### config.mk
export PLATFORM = sky130hd
export DESIGN_NAME = delta_varint32_run_decoder_top_flat
export DESIGN_NICKNAME = d
export VERILOG_FILES = /design/src/design/dvr_pkg.sv /design/src/design/dvr_if.sv /design/src/design/delta_varint32_run_decoder_top.sv /design/src/flat_wrapper.sv
export SDC_FILE = /design/constraint.sdc
export NUM_CORES = 1
export LEC_CHECK = 0
export BUFFER_PORTS_ARGS = -buffer_cell sky130_fd_sc_hd__buf_4
export CAP_MARGIN = 30
export CORE_MARGIN = 8
export CORE_UTILIZATION = 47
export DETAILED_ROUTE_END_ITERATION = 6
export SYNTH_ARGS = -nofsm -noshare
export SYNTH_HDL_FRONTEND = slang
export SYNTH_SLANG_ARGS = --single-unit
### constraint.sdc
create_clock -name clk -period 8.1 [get_ports clk]
set_input_delay 0.81 -clock clk [delete_from_list [all_inputs] [get_ports clk]]
set_output_delay 0.81 -clock clk [all_outputs]
set_load 0.05 [all_outputs]
### src/design/dvr_pkg.sv
// Shared types and constants for the delta varint32 run decoder.
package dvr_pkg;

  localparam logic [1:0] ST_OK    = 2'd0;
  localparam logic [1:0] ST_TRUNC = 2'd1;
  localparam logic [1:0] ST_VOVF  = 2'd2;
  localparam logic [1:0] ST_SOVF  = 2'd3;

  localparam logic [2:0] LAST_GROUP = 3'd4;

  typedef struct packed {
    logic [31:0] value;
    logic [1:0]  status;
    logic        last;
  } result_t;

endpackage

### src/design/dvr_if.sv
// Valid/ready channel interfaces: encoded bytes, decoded results, configuration.
interface dvr_byte_if;
  logic       valid;
  logic       ready;
  logic [7:0] data_byte;
  logic       new_run;
  logic       source_end;

  modport source (output valid, output data_byte, output new_run, output source_end,
                  input ready);
  modport sink (input valid, input data_byte, input new_run, input source_end,
                output ready);
endinterface

interface dvr_result_if;
  logic        valid;
  logic        ready;
  logic [31:0] value;
  logic [1:0]  status;
  logic        last;

  modport source (output valid, output value, output status, output last, input ready);
  modport sink (input valid, input value, input status, input last, output ready);
endinterface

interface dvr_cfg_if;
  logic        valid;
  logic        ready;
  logic [15:0] run_length;

  modport source (output valid, output run_length, input ready);
  modport sink (input valid, input run_length, output ready);
endinterface

### src/design/delta_varint32_run_decoder_top.sv
// Delta varint32 run decoder: LEB128 bytes in, prefix-summed 32-bit values out.
// One byte per clock is accepted while the decode stage advances. A byte is held
// in the input register, then is decoded and its results enter a 4-entry result
// queue. A byte can produce two results (a value followed by a truncation
// error); the decode stage advances only while the queue has two free slots,
// which is what throttles the input when the result side stalls. run_length is
// written on the cfg channel, which is always ready; a run length of 0 acts as 1.
module delta_varint32_run_decoder_top (
  input logic           clk,
  input logic           rst,
  dvr_byte_if.sink      bytes,
  dvr_cfg_if.sink       cfg,
  dvr_result_if.source  results
);

  localparam int FifoDepth = 4;
  localparam int PtrW      = $clog2(FifoDepth);
  localparam int CntW      = $clog2(FifoDepth + 1);

  logic [15:0] run_length;

  logic        in_valid;
  logic [7:0]  in_byte;
  logic        in_new_run;
  logic        in_end;

  logic [31:0] partial_delta;
  logic [2:0]  group_index;
  logic [31:0] running_sum;
  logic        first_pending;
  logic [15:0] values_done;
  logic        error_hold;

  logic [31:0] partial_delta_next;
  logic [2:0]  group_index_next;
  logic [31:0] running_sum_next;
  logic        first_pending_next;
  logic [15:0] values_done_next;
  logic        error_hold_next;

  dvr_pkg::result_t fifo_mem [FifoDepth];
  logic [PtrW-1:0]  wr_ptr;
  logic [PtrW-1:0]  rd_ptr;
  logic [CntW-1:0]  count;

  logic             fire;
  logic             pop;
  logic             push0;
  logic             push1;
  dvr_pkg::result_t res0;
  dvr_pkg::result_t res1;
  logic [31:0]      shifted;
  logic [31:0]      merged;
  logic [32:0]      sum;
  logic [31:0]      val;
  logic [15:0]      vd_inc;
  logic             is_last;
  logic [1:0]       push_cnt;

  assign cfg.ready     = 1'b1;
  assign fire          = in_valid && (count <= CntW'(FifoDepth - 2));
  assign bytes.ready   = !in_valid || fire;
  assign pop           = results.valid && results.ready;
  assign results.valid = (count != '0);
  assign results.value  = fifo_mem[rd_ptr].value;
  assign results.status = fifo_mem[rd_ptr].status;
  assign results.last   = fifo_mem[rd_ptr].last;
  assign push_cnt      = {1'b0, push0} + {1'b0, push1};

  always_comb begin
    partial_delta_next = in_new_run ? '0 : partial_delta;
    group_index_next   = in_new_run ? '0 : group_index;
    running_sum_next   = in_new_run ? '0 : running_sum;
    first_pending_next = in_new_run ? 1'b1 : first_pending;
    values_done_next   = in_new_run ? '0 : values_done;
    error_hold_next    = in_new_run ? 1'b0 : error_hold;
    push0   = 1'b0;
    push1   = 1'b0;
    res0    = '{value: '0, status: dvr_pkg::ST_OK, last: 1'b0};
    res1    = '{value: '0, status: dvr_pkg::ST_TRUNC, last: 1'b1};
    case (group_index_next[1:0])
      2'd0:    shifted = {25'b0, in_byte[6:0]};
      2'd1:    shifted = {18'b0, in_byte[6:0], 7'b0};
      2'd2:    shifted = {11'b0, in_byte[6:0], 14'b0};
      default: shifted = {4'b0, in_byte[6:0], 21'b0};
    endcase
    if (group_index_next >= dvr_pkg::LAST_GROUP) begin
      merged = partial_delta_next | {in_byte[3:0], 28'b0};
    end else begin
      merged = partial_delta_next | shifted;
    end
    sum     = {1'b0, running_sum_next} + {1'b0, merged};
    val     = first_pending_next ? merged : sum[31:0];
    vd_inc  = values_done_next + 16'd1;
    is_last = (vd_inc >= run_length);

    if (!error_hold_next) begin
      if (group_index_next >= dvr_pkg::LAST_GROUP && in_byte[7:4] != 4'd0) begin
        error_hold_next    = 1'b1;
        partial_delta_next = '0;
        group_index_next   = '0;
        push0 = 1'b1;
        res0  = '{value: '0, status: dvr_pkg::ST_VOVF, last: 1'b1};
      end else if (in_byte[7]) begin
        group_index_next   = group_index_next + 3'd1;
        partial_delta_next = merged;
        if (in_end) begin
          error_hold_next    = 1'b1;
          partial_delta_next = '0;
          group_index_next   = '0;
          push0 = 1'b1;
          res0  = '{value: '0, status: dvr_pkg::ST_TRUNC, last: 1'b1};
        end
      end else begin
        partial_delta_next = '0;
        group_index_next   = '0;
        if (!first_pending_next && sum[32]) begin
          error_hold_next = 1'b1;
          push0 = 1'b1;
          res0  = '{value: '0, status: dvr_pkg::ST_SOVF, last: 1'b1};
        end else begin
          running_sum_next   = val;
          first_pending_next = 1'b0;
          values_done_next   = is_last ? '0 : vd_inc;
          push0 = 1'b1;
          res0  = '{value: val, status: dvr_pkg::ST_OK, last: is_last};
          if (in_end && !is_last) begin
            error_hold_next = 1'b1;
            push1 = 1'b1;
          end
        end
      end
    end
  end

  always_ff @(posedge clk) begin
    if (rst) begin
      run_length    <= 16'd1;
      in_valid      <= 1'b0;
      partial_delta <= '0;
      group_index   <= '0;
      running_sum   <= '0;
      first_pending <= 1'b1;
      values_done   <= '0;
      error_hold    <= 1'b0;
      wr_ptr        <= '0;
      rd_ptr        <= '0;
      count         <= '0;
    end else begin
      if (cfg.valid) begin
        run_length <= cfg.run_length;
      end
      if (bytes.valid && bytes.ready) begin
        in_valid <= 1'b1;
      end else if (fire) begin
        in_valid <= 1'b0;
      end
      if (fire) begin
        partial_delta <= partial_delta_next;
        group_index   <= group_index_next;
        running_sum   <= running_sum_next;
        first_pending <= first_pending_next;
        values_done   <= values_done_next;
        error_hold    <= error_hold_next;
        wr_ptr        <= wr_ptr + PtrW'(push_cnt);
      end
      if (pop) begin
        rd_ptr <= rd_ptr + PtrW'(1);
      end
      count <= count + (fire ? CntW'(push_cnt) : CntW'(0)) - CntW'(pop);
    end
  end

  always_ff @(posedge clk) begin
    if (bytes.valid && bytes.ready) begin
      in_byte    <= bytes.data_byte;
      in_new_run <= bytes.new_run;
      in_end     <= bytes.source_end;
    end
    if (fire && push0) begin
      fifo_mem[wr_ptr] <= res0;
    end
    if (fire && push1) begin
      fifo_mem[wr_ptr + PtrW'(1)] <= res1;
    end
  end

endmodule
### src/flat_wrapper.sv
// flat-port wrapper written by rule: the top's interface ports become plain ports
module delta_varint32_run_decoder_top_flat 
  (clk, rst, bytes_valid, bytes_data_byte, bytes_new_run, bytes_source_end, bytes_ready, cfg_valid, cfg_run_length, cfg_ready, results_valid, results_value, results_status, results_last, results_ready);
  dvr_byte_if bytes_i ();
  dvr_cfg_if cfg_i ();
  dvr_result_if results_i ();
  input logic clk;
  input logic rst;
  input wire logic [$bits(bytes_i.valid)-1:0] bytes_valid;
  input wire logic [$bits(bytes_i.data_byte)-1:0] bytes_data_byte;
  input wire logic [$bits(bytes_i.new_run)-1:0] bytes_new_run;
  input wire logic [$bits(bytes_i.source_end)-1:0] bytes_source_end;
  output wire logic [$bits(bytes_i.ready)-1:0] bytes_ready;
  input wire logic [$bits(cfg_i.valid)-1:0] cfg_valid;
  input wire logic [$bits(cfg_i.run_length)-1:0] cfg_run_length;
  output wire logic [$bits(cfg_i.ready)-1:0] cfg_ready;
  output wire logic [$bits(results_i.valid)-1:0] results_valid;
  output wire logic [$bits(results_i.value)-1:0] results_value;
  output wire logic [$bits(results_i.status)-1:0] results_status;
  output wire logic [$bits(results_i.last)-1:0] results_last;
  input wire logic [$bits(results_i.ready)-1:0] results_ready;
  assign bytes_i.valid = bytes_valid;
  assign bytes_i.data_byte = bytes_data_byte;
  assign bytes_i.new_run = bytes_new_run;
  assign bytes_i.source_end = bytes_source_end;
  assign bytes_ready = bytes_i.ready;
  assign cfg_i.valid = cfg_valid;
  assign cfg_i.run_length = cfg_run_length;
  assign cfg_ready = cfg_i.ready;
  assign results_valid = results_i.valid;
  assign results_value = results_i.value;
  assign results_status = results_i.status;
  assign results_last = results_i.last;
  assign results_i.ready = results_ready;
  delta_varint32_run_decoder_top u_core (.clk(clk), .rst(rst), .bytes(bytes_i), .cfg(cfg_i), .results(results_i));
endmodule
Word level (Yosys, flattened, before mapping). Memories as Yosys holds them, arrays and structs flattened. A register that Yosys moved wholly into a read port is not among the register bits. Index checks and enable logic that the tools add are counted. Widths: inputs -> output; s select.

$add $sub $neg: 9. Order comparisons: 3. Equal/unequal tests: 2. Muxes and demuxes: 57. Bitwise gates (word level): 2. Reductions and logical operators: 16.

Operators by type and width (number): $mux 32 (12); $mux 35 (4); $mux 16 (6); $pmux 28 s3 (1); $add 32x32->33 (1); $or 32x28->32 (1); $or 32x32->32 (1); $mux 1 (25); $add 16x1->16 const B (1); $ge 16x16->1 (1); $mux 3 (5); $logic_and 1x1->1 (8); $mux 2 (4); $add 2x1->2 const B (2); $reduce_bool 4->1 (1); $add 3x1->3 const B (1); $add 3x3->3 (1); $ge 3x3->1 const B (1); $le 3x2->1 const B (1); $logic_not 1->1 (3); $reduce_bool 3->1 (1); $sub 3x1->3 (1); $add 1x1->2 (1); $add 2x2->2 (1); 5 further kinds (5).

Bits in registers: 119. RAM bits: 140. Input bits: 31. Output and inout port bits: 38. Word-level logic and storage cells: 104. Memories kept: 1.

Memories: u_core.fifo_mem (words 4, width 35, read ports 1, clocked after Yosys merged registers in 1, wr ports 2, line delta_varint32_run_decoder_top.sv:41) `dvr_pkg::result_t fifo_mem [FifoDepth];`.

Depth between registers and ports, before layout.
Depth in word-level cells: 15. Gate-level depth with buffers: 28. Depth with buffers taken out: 23.

Least setup slack after synthesis. No wires, ideal clock.

Kind: reg2reg. Start: register u_core.in_new_run. End: register u_core.count[2]. Setup time: 0.128 ns. Arrival time: 5.723 ns. Required time: 7.972 ns. Slack: 2.249 ns. Stages on the path, launching flop included: 27. Clock period less this slack: 5.851 ns. Cells stage by stage: edfxtp_1 -> clkbuf_1 -> clkbuf_1 -> clkbuf_1 -> clkbuf_1 -> nand2b_1 -> inv_1 -> ha_1 -> nor3b_1 -> nand2_1 -> o21ai_0 -> ha_1 -> buf_2 -> a21oi_2 -> o21ai_1 -> o41ai_2 -> nand2_1 -> o211a_4 -> a211oi_4 -> and2_1 -> ha_1 -> nand2_1 -> ha_1 -> fa_1 -> xnor2_1 -> xnor2_1 -> nor2_1.

Longest elaborated chain between the ends: 15. Elaborated cells on any way between the ends: 33.

Ends and longest elaborated chain: from (decl) (line delta_varint32_run_decoder_top.sv:24) `logic in_new_run;`; from (signal assigned) (line delta_varint32_run_decoder_top.sv:177) `in_new_run <= bytes.new_run;`; parallel branches: the longest is 11 deep, another holds $add 16x1->16; $add 1x1->2 * (line delta_varint32_run_decoder_top.sv:68) `assign push_cnt = {1'b0, push0} + {1'b0, push1};`; $mux 2 * (line delta_varint32_run_decoder_top.sv:170) `count <= count + (fire ? CntW'(push_cnt) : CntW'(0)) - CntW'(pop);`; $add 3x3->3 * (line delta_varint32_run_decoder_top.sv:170); $sub 3x1->3 * (line delta_varint32_run_decoder_top.sv:170); to (signal assigned) (line delta_varint32_run_decoder_top.sv:170); to (decl) (line delta_varint32_run_decoder_top.sv:44) `logic [CntW-1:0] count;`.

Mark *: on every way between the ends. A chain may end at the register's enable or synchronous reset.

Final worst setup path. Same ends and word-level chain as after synthesis.

==> flow_summary.ini <==
[pwr]
switching_share = 0.3138
leakage_nw = 6.116
p_sw_mw = 1.131
intPower_mw = 2.473
p_per_area_nw_per_um2 = 228.5
clockPowerShare = 0.371
power.total_mw = 3.603
p_comb_frac = 0.223
power_frac_seq = 0.406
peakVddDrop_mv = 0.1996

[sta]
fin_crit_ps = 5976
drv_slew = 0
fin_tns_setup_ps = 0
max_freq_mhz = 167.3
skew_ps = 8.119
setup_viol_count_final = 0
tightestPinTransition_ps = 1019
finalHoldViolations = 0
rsz0062_at_grt = no
post-route-period-util = 0.7378
timing.slew.headroom = 0.3179

[grt]
antenna_found_initial = 0
grt_usage = 0.2259
grt-ovfl-total = 0
grt_pass1_wl_um = 65440
grt_max_degree = 73
grt_pass1_vias = 11729

[synth]
synth_compound_area_frac = 0.1955
synth_area_leaders = dfxtp_1, nand2_1, a21oi_1
synth_mux_area_frac = 0.07103
synth_fa_ha_area_frac = 0.05448
netlist_instances = 1728
synth_top_family_by_area = simple AND/OR/NAND/NOR gates
syn-num-nets = 1819
synth_area_per_cell_um2 = 8.134
synth_ff_type = dfxtp_1
yosysTopAreaCell = dfxtp_1
yosysTopAreaCellShare = 0.3575
ys_ff_latch = 261
synthXorXnorAreaFrac = 0.02742
yosys_warnings = 0
ys_types = 67
syn_area_um2 = 14060
synthArstFlopShare = 0
synth_edf_count = 10
synthSimpleGateAreaFrac = 0.2180
yosysSeqAreaShare = 0.3788

[floorplan]
rows = 63
die_h_um = 188.9
start_util = 0.4755
core-area_um2 = 29560
die_x_um = 188.9
boundaryPins = 69
die-area_um2 = 35700

[worst_setup_path]
cp.required_ps = 8520
cp_data_arrival_time_ps = 6400
start_kind = register
critical_path_class = reg2reg
end_kind = register
path_max_fanout = 16
r2r_cells = 21

[clocking]
path_clk_slew_ps = 60
cts_resized = 0
tritoncts = done
cts_hold_buffers = 0
clkLatencyLatePin_ps = 570
cts_htree_levels = 1
cts_buffers = 29
post_cts_buffers = 0
clockRootBuffer = clkbuf_16
cts_buffer_depth = 3
clock-sinks = 261

[place]
place.gp.congestion = 0.9200
placed_area_um2 = 14800
io_buffer_count = 67
dp.final_hpwl_um = 27880

[detailed_routing]
highest_layer = met4
first_iter_violations = 883
viasPerCell = 5.753
wl_um = 41590
wl_met1_um = 19020
ant_nets = 0
vias = 12397
route.met2.wl_um = 18570
wl_per_cell_um = 19.30
drc = 0
wl_met3_um = 2852
drt_pass1_iterations = 5

[final_layout]
finalInstanceArea_um2 = 15770
layout-drive-gt1-share = 0.1105
nNetsFinal = 1834
diodes = 0
area_delta_synth_final_pct = 12.19

[worst_hold_path]
hold_path.class = in2reg
hold_depth = 1

[run]
cap_violations = 0

[run_status]
status = complete, no violations
stage by stage:
step / hold slack (ps) / setup WS [ps] / util / cells
finish: 417.1 / 2124 / 0.5335 / 2155
global route: 406.2 / 1664 / 0.5335 / 2155
CTS: 401.3 / 2195 / 0.5332 / 2154
detailed placement: 440.4 / 2209 / 0.5007 / 2101
global placement: 430.3 / 2293 / 0.4982 / 2097
floorplan: 417.3 / 2249 / - / 1728
per-layer routing:
metal,GRT usage,up-vias
li1,-,6047
met1,0.3117,5910
met2,0.3560,362
met3,0.04249,78
met4,0.06344,0
met5,0,-
state kept, by name, indices dropped and copies added, names as in the netlist, named ones only:
| signal | flops |
|---|---|
| u_core.fifo_mem | 140 |
| u_core.partial_delta | 32 |
| u_core.running_sum | 32 |
| u_core.run_length | 16 |
| u_core.values_done | 16 |
| u_core.in_byte | 8 |
| u_core.count | 3 |
| u_core.group_index | 3 |
| u_core.rd_ptr | 2 |
| u_core.wr_ptr | 2 |
| u_core.error_hold | 1 |
| u_core.first_pending | 1 |
| u_core.in_end | 1 |
| u_core.in_new_run | 1 |
| u_core.in_valid | 1 |
final timing paths:
| kind | from | to | slack (ps) |
|---|---|---|---|
| worst max register to register | u_core.in_new_run | u_core.count[2] | 2120 |
| worst min-delay path | bytes_data_byte[5] | u_core.in_byte[5] | 420 |
| worst min register to register | u_core.running_sum[25] | u_core.running_sum[25] | 450 |
| worst max-delay path | u_core.in_new_run | u_core.count[2] | 2120 |
synth_stat cells (22+ instances only):
cell and number:
nor2b_1 55, inv_1 59, xor2_1 22, dfxtp_1 251, nor3_1 29, a21o_1 26, nand3_1 66, a21oi_1 186
ha_1 58, nor2_1 126, xnor2_1 22, clkbuf_1 80, o21ai_0 95, nand2_1 324, mux4_2 35
cells by family (layout without fill, tap and decap cells):
logic type	Yosys count	after routing
flops	261	261
other cells	1	1
buf+inv	175	212
mux	56	56
simple gates	683	683
fa+ha+maj	60	60
xor+xnor	44	44
compound gates	448	448
cell type report:
class | count | area [µm²]
fill | 2840 | 13790
multi-input combinational | 1292 | 7976
sequential | 261 | 5328
clock buffer | 48 | 867.1
timing repair buffer | 100 | 795.8
tap | 390 | 488.0
inverter | 59 | 221.5
clock inverter | 5 | 92.59
worst max-delay path, cell delays in order (launching register included):
cell and delay [ps]:
edfxtp_1 660, nand2b_1 240, inv_1 80, ha_1 260, nor3b_1 680, nand2_1 130, o21ai_0 170, ha_1 360
a21oi_1 270, nor2b_1 230, a21oi_2 100, o21a_1 210, o211a_4 310, a211oi_4 560, and2_1 220, ha_1 180
nand2_1 70, ha_1 300, fa_1 430, xnor2_1 180, xnor2_1 140, nor2_1 50
power by group through the flow:
| stage | combinational [mW] | clock [mW] | sequential, mW |
|---|---|---|---|
| global placement | 0.800 | 0 | 1.49 |
| floorplan | 0.595 | 0 | 1.46 |
| CTS | 0.811 | 1.36 | 1.46 |
| detailed placement | 0.809 | 0 | 1.49 |
| global route | 0.877 | 1.42 | 1.47 |
| finish | 0.803 | 1.34 | 1.46 |
placed cells by master (no fill, tap or decap), drive strengths merged, types with 35 or more instances in the layout:
cell type	instances
a21oi	189
buf	99
clkbuf	49
dfxtp	251
ha	58
inv	60
mux4	35
nand2	324
nand3	66
nor2	127
nor2b	55
o21ai	98
(Power assumes the default switching activity.)
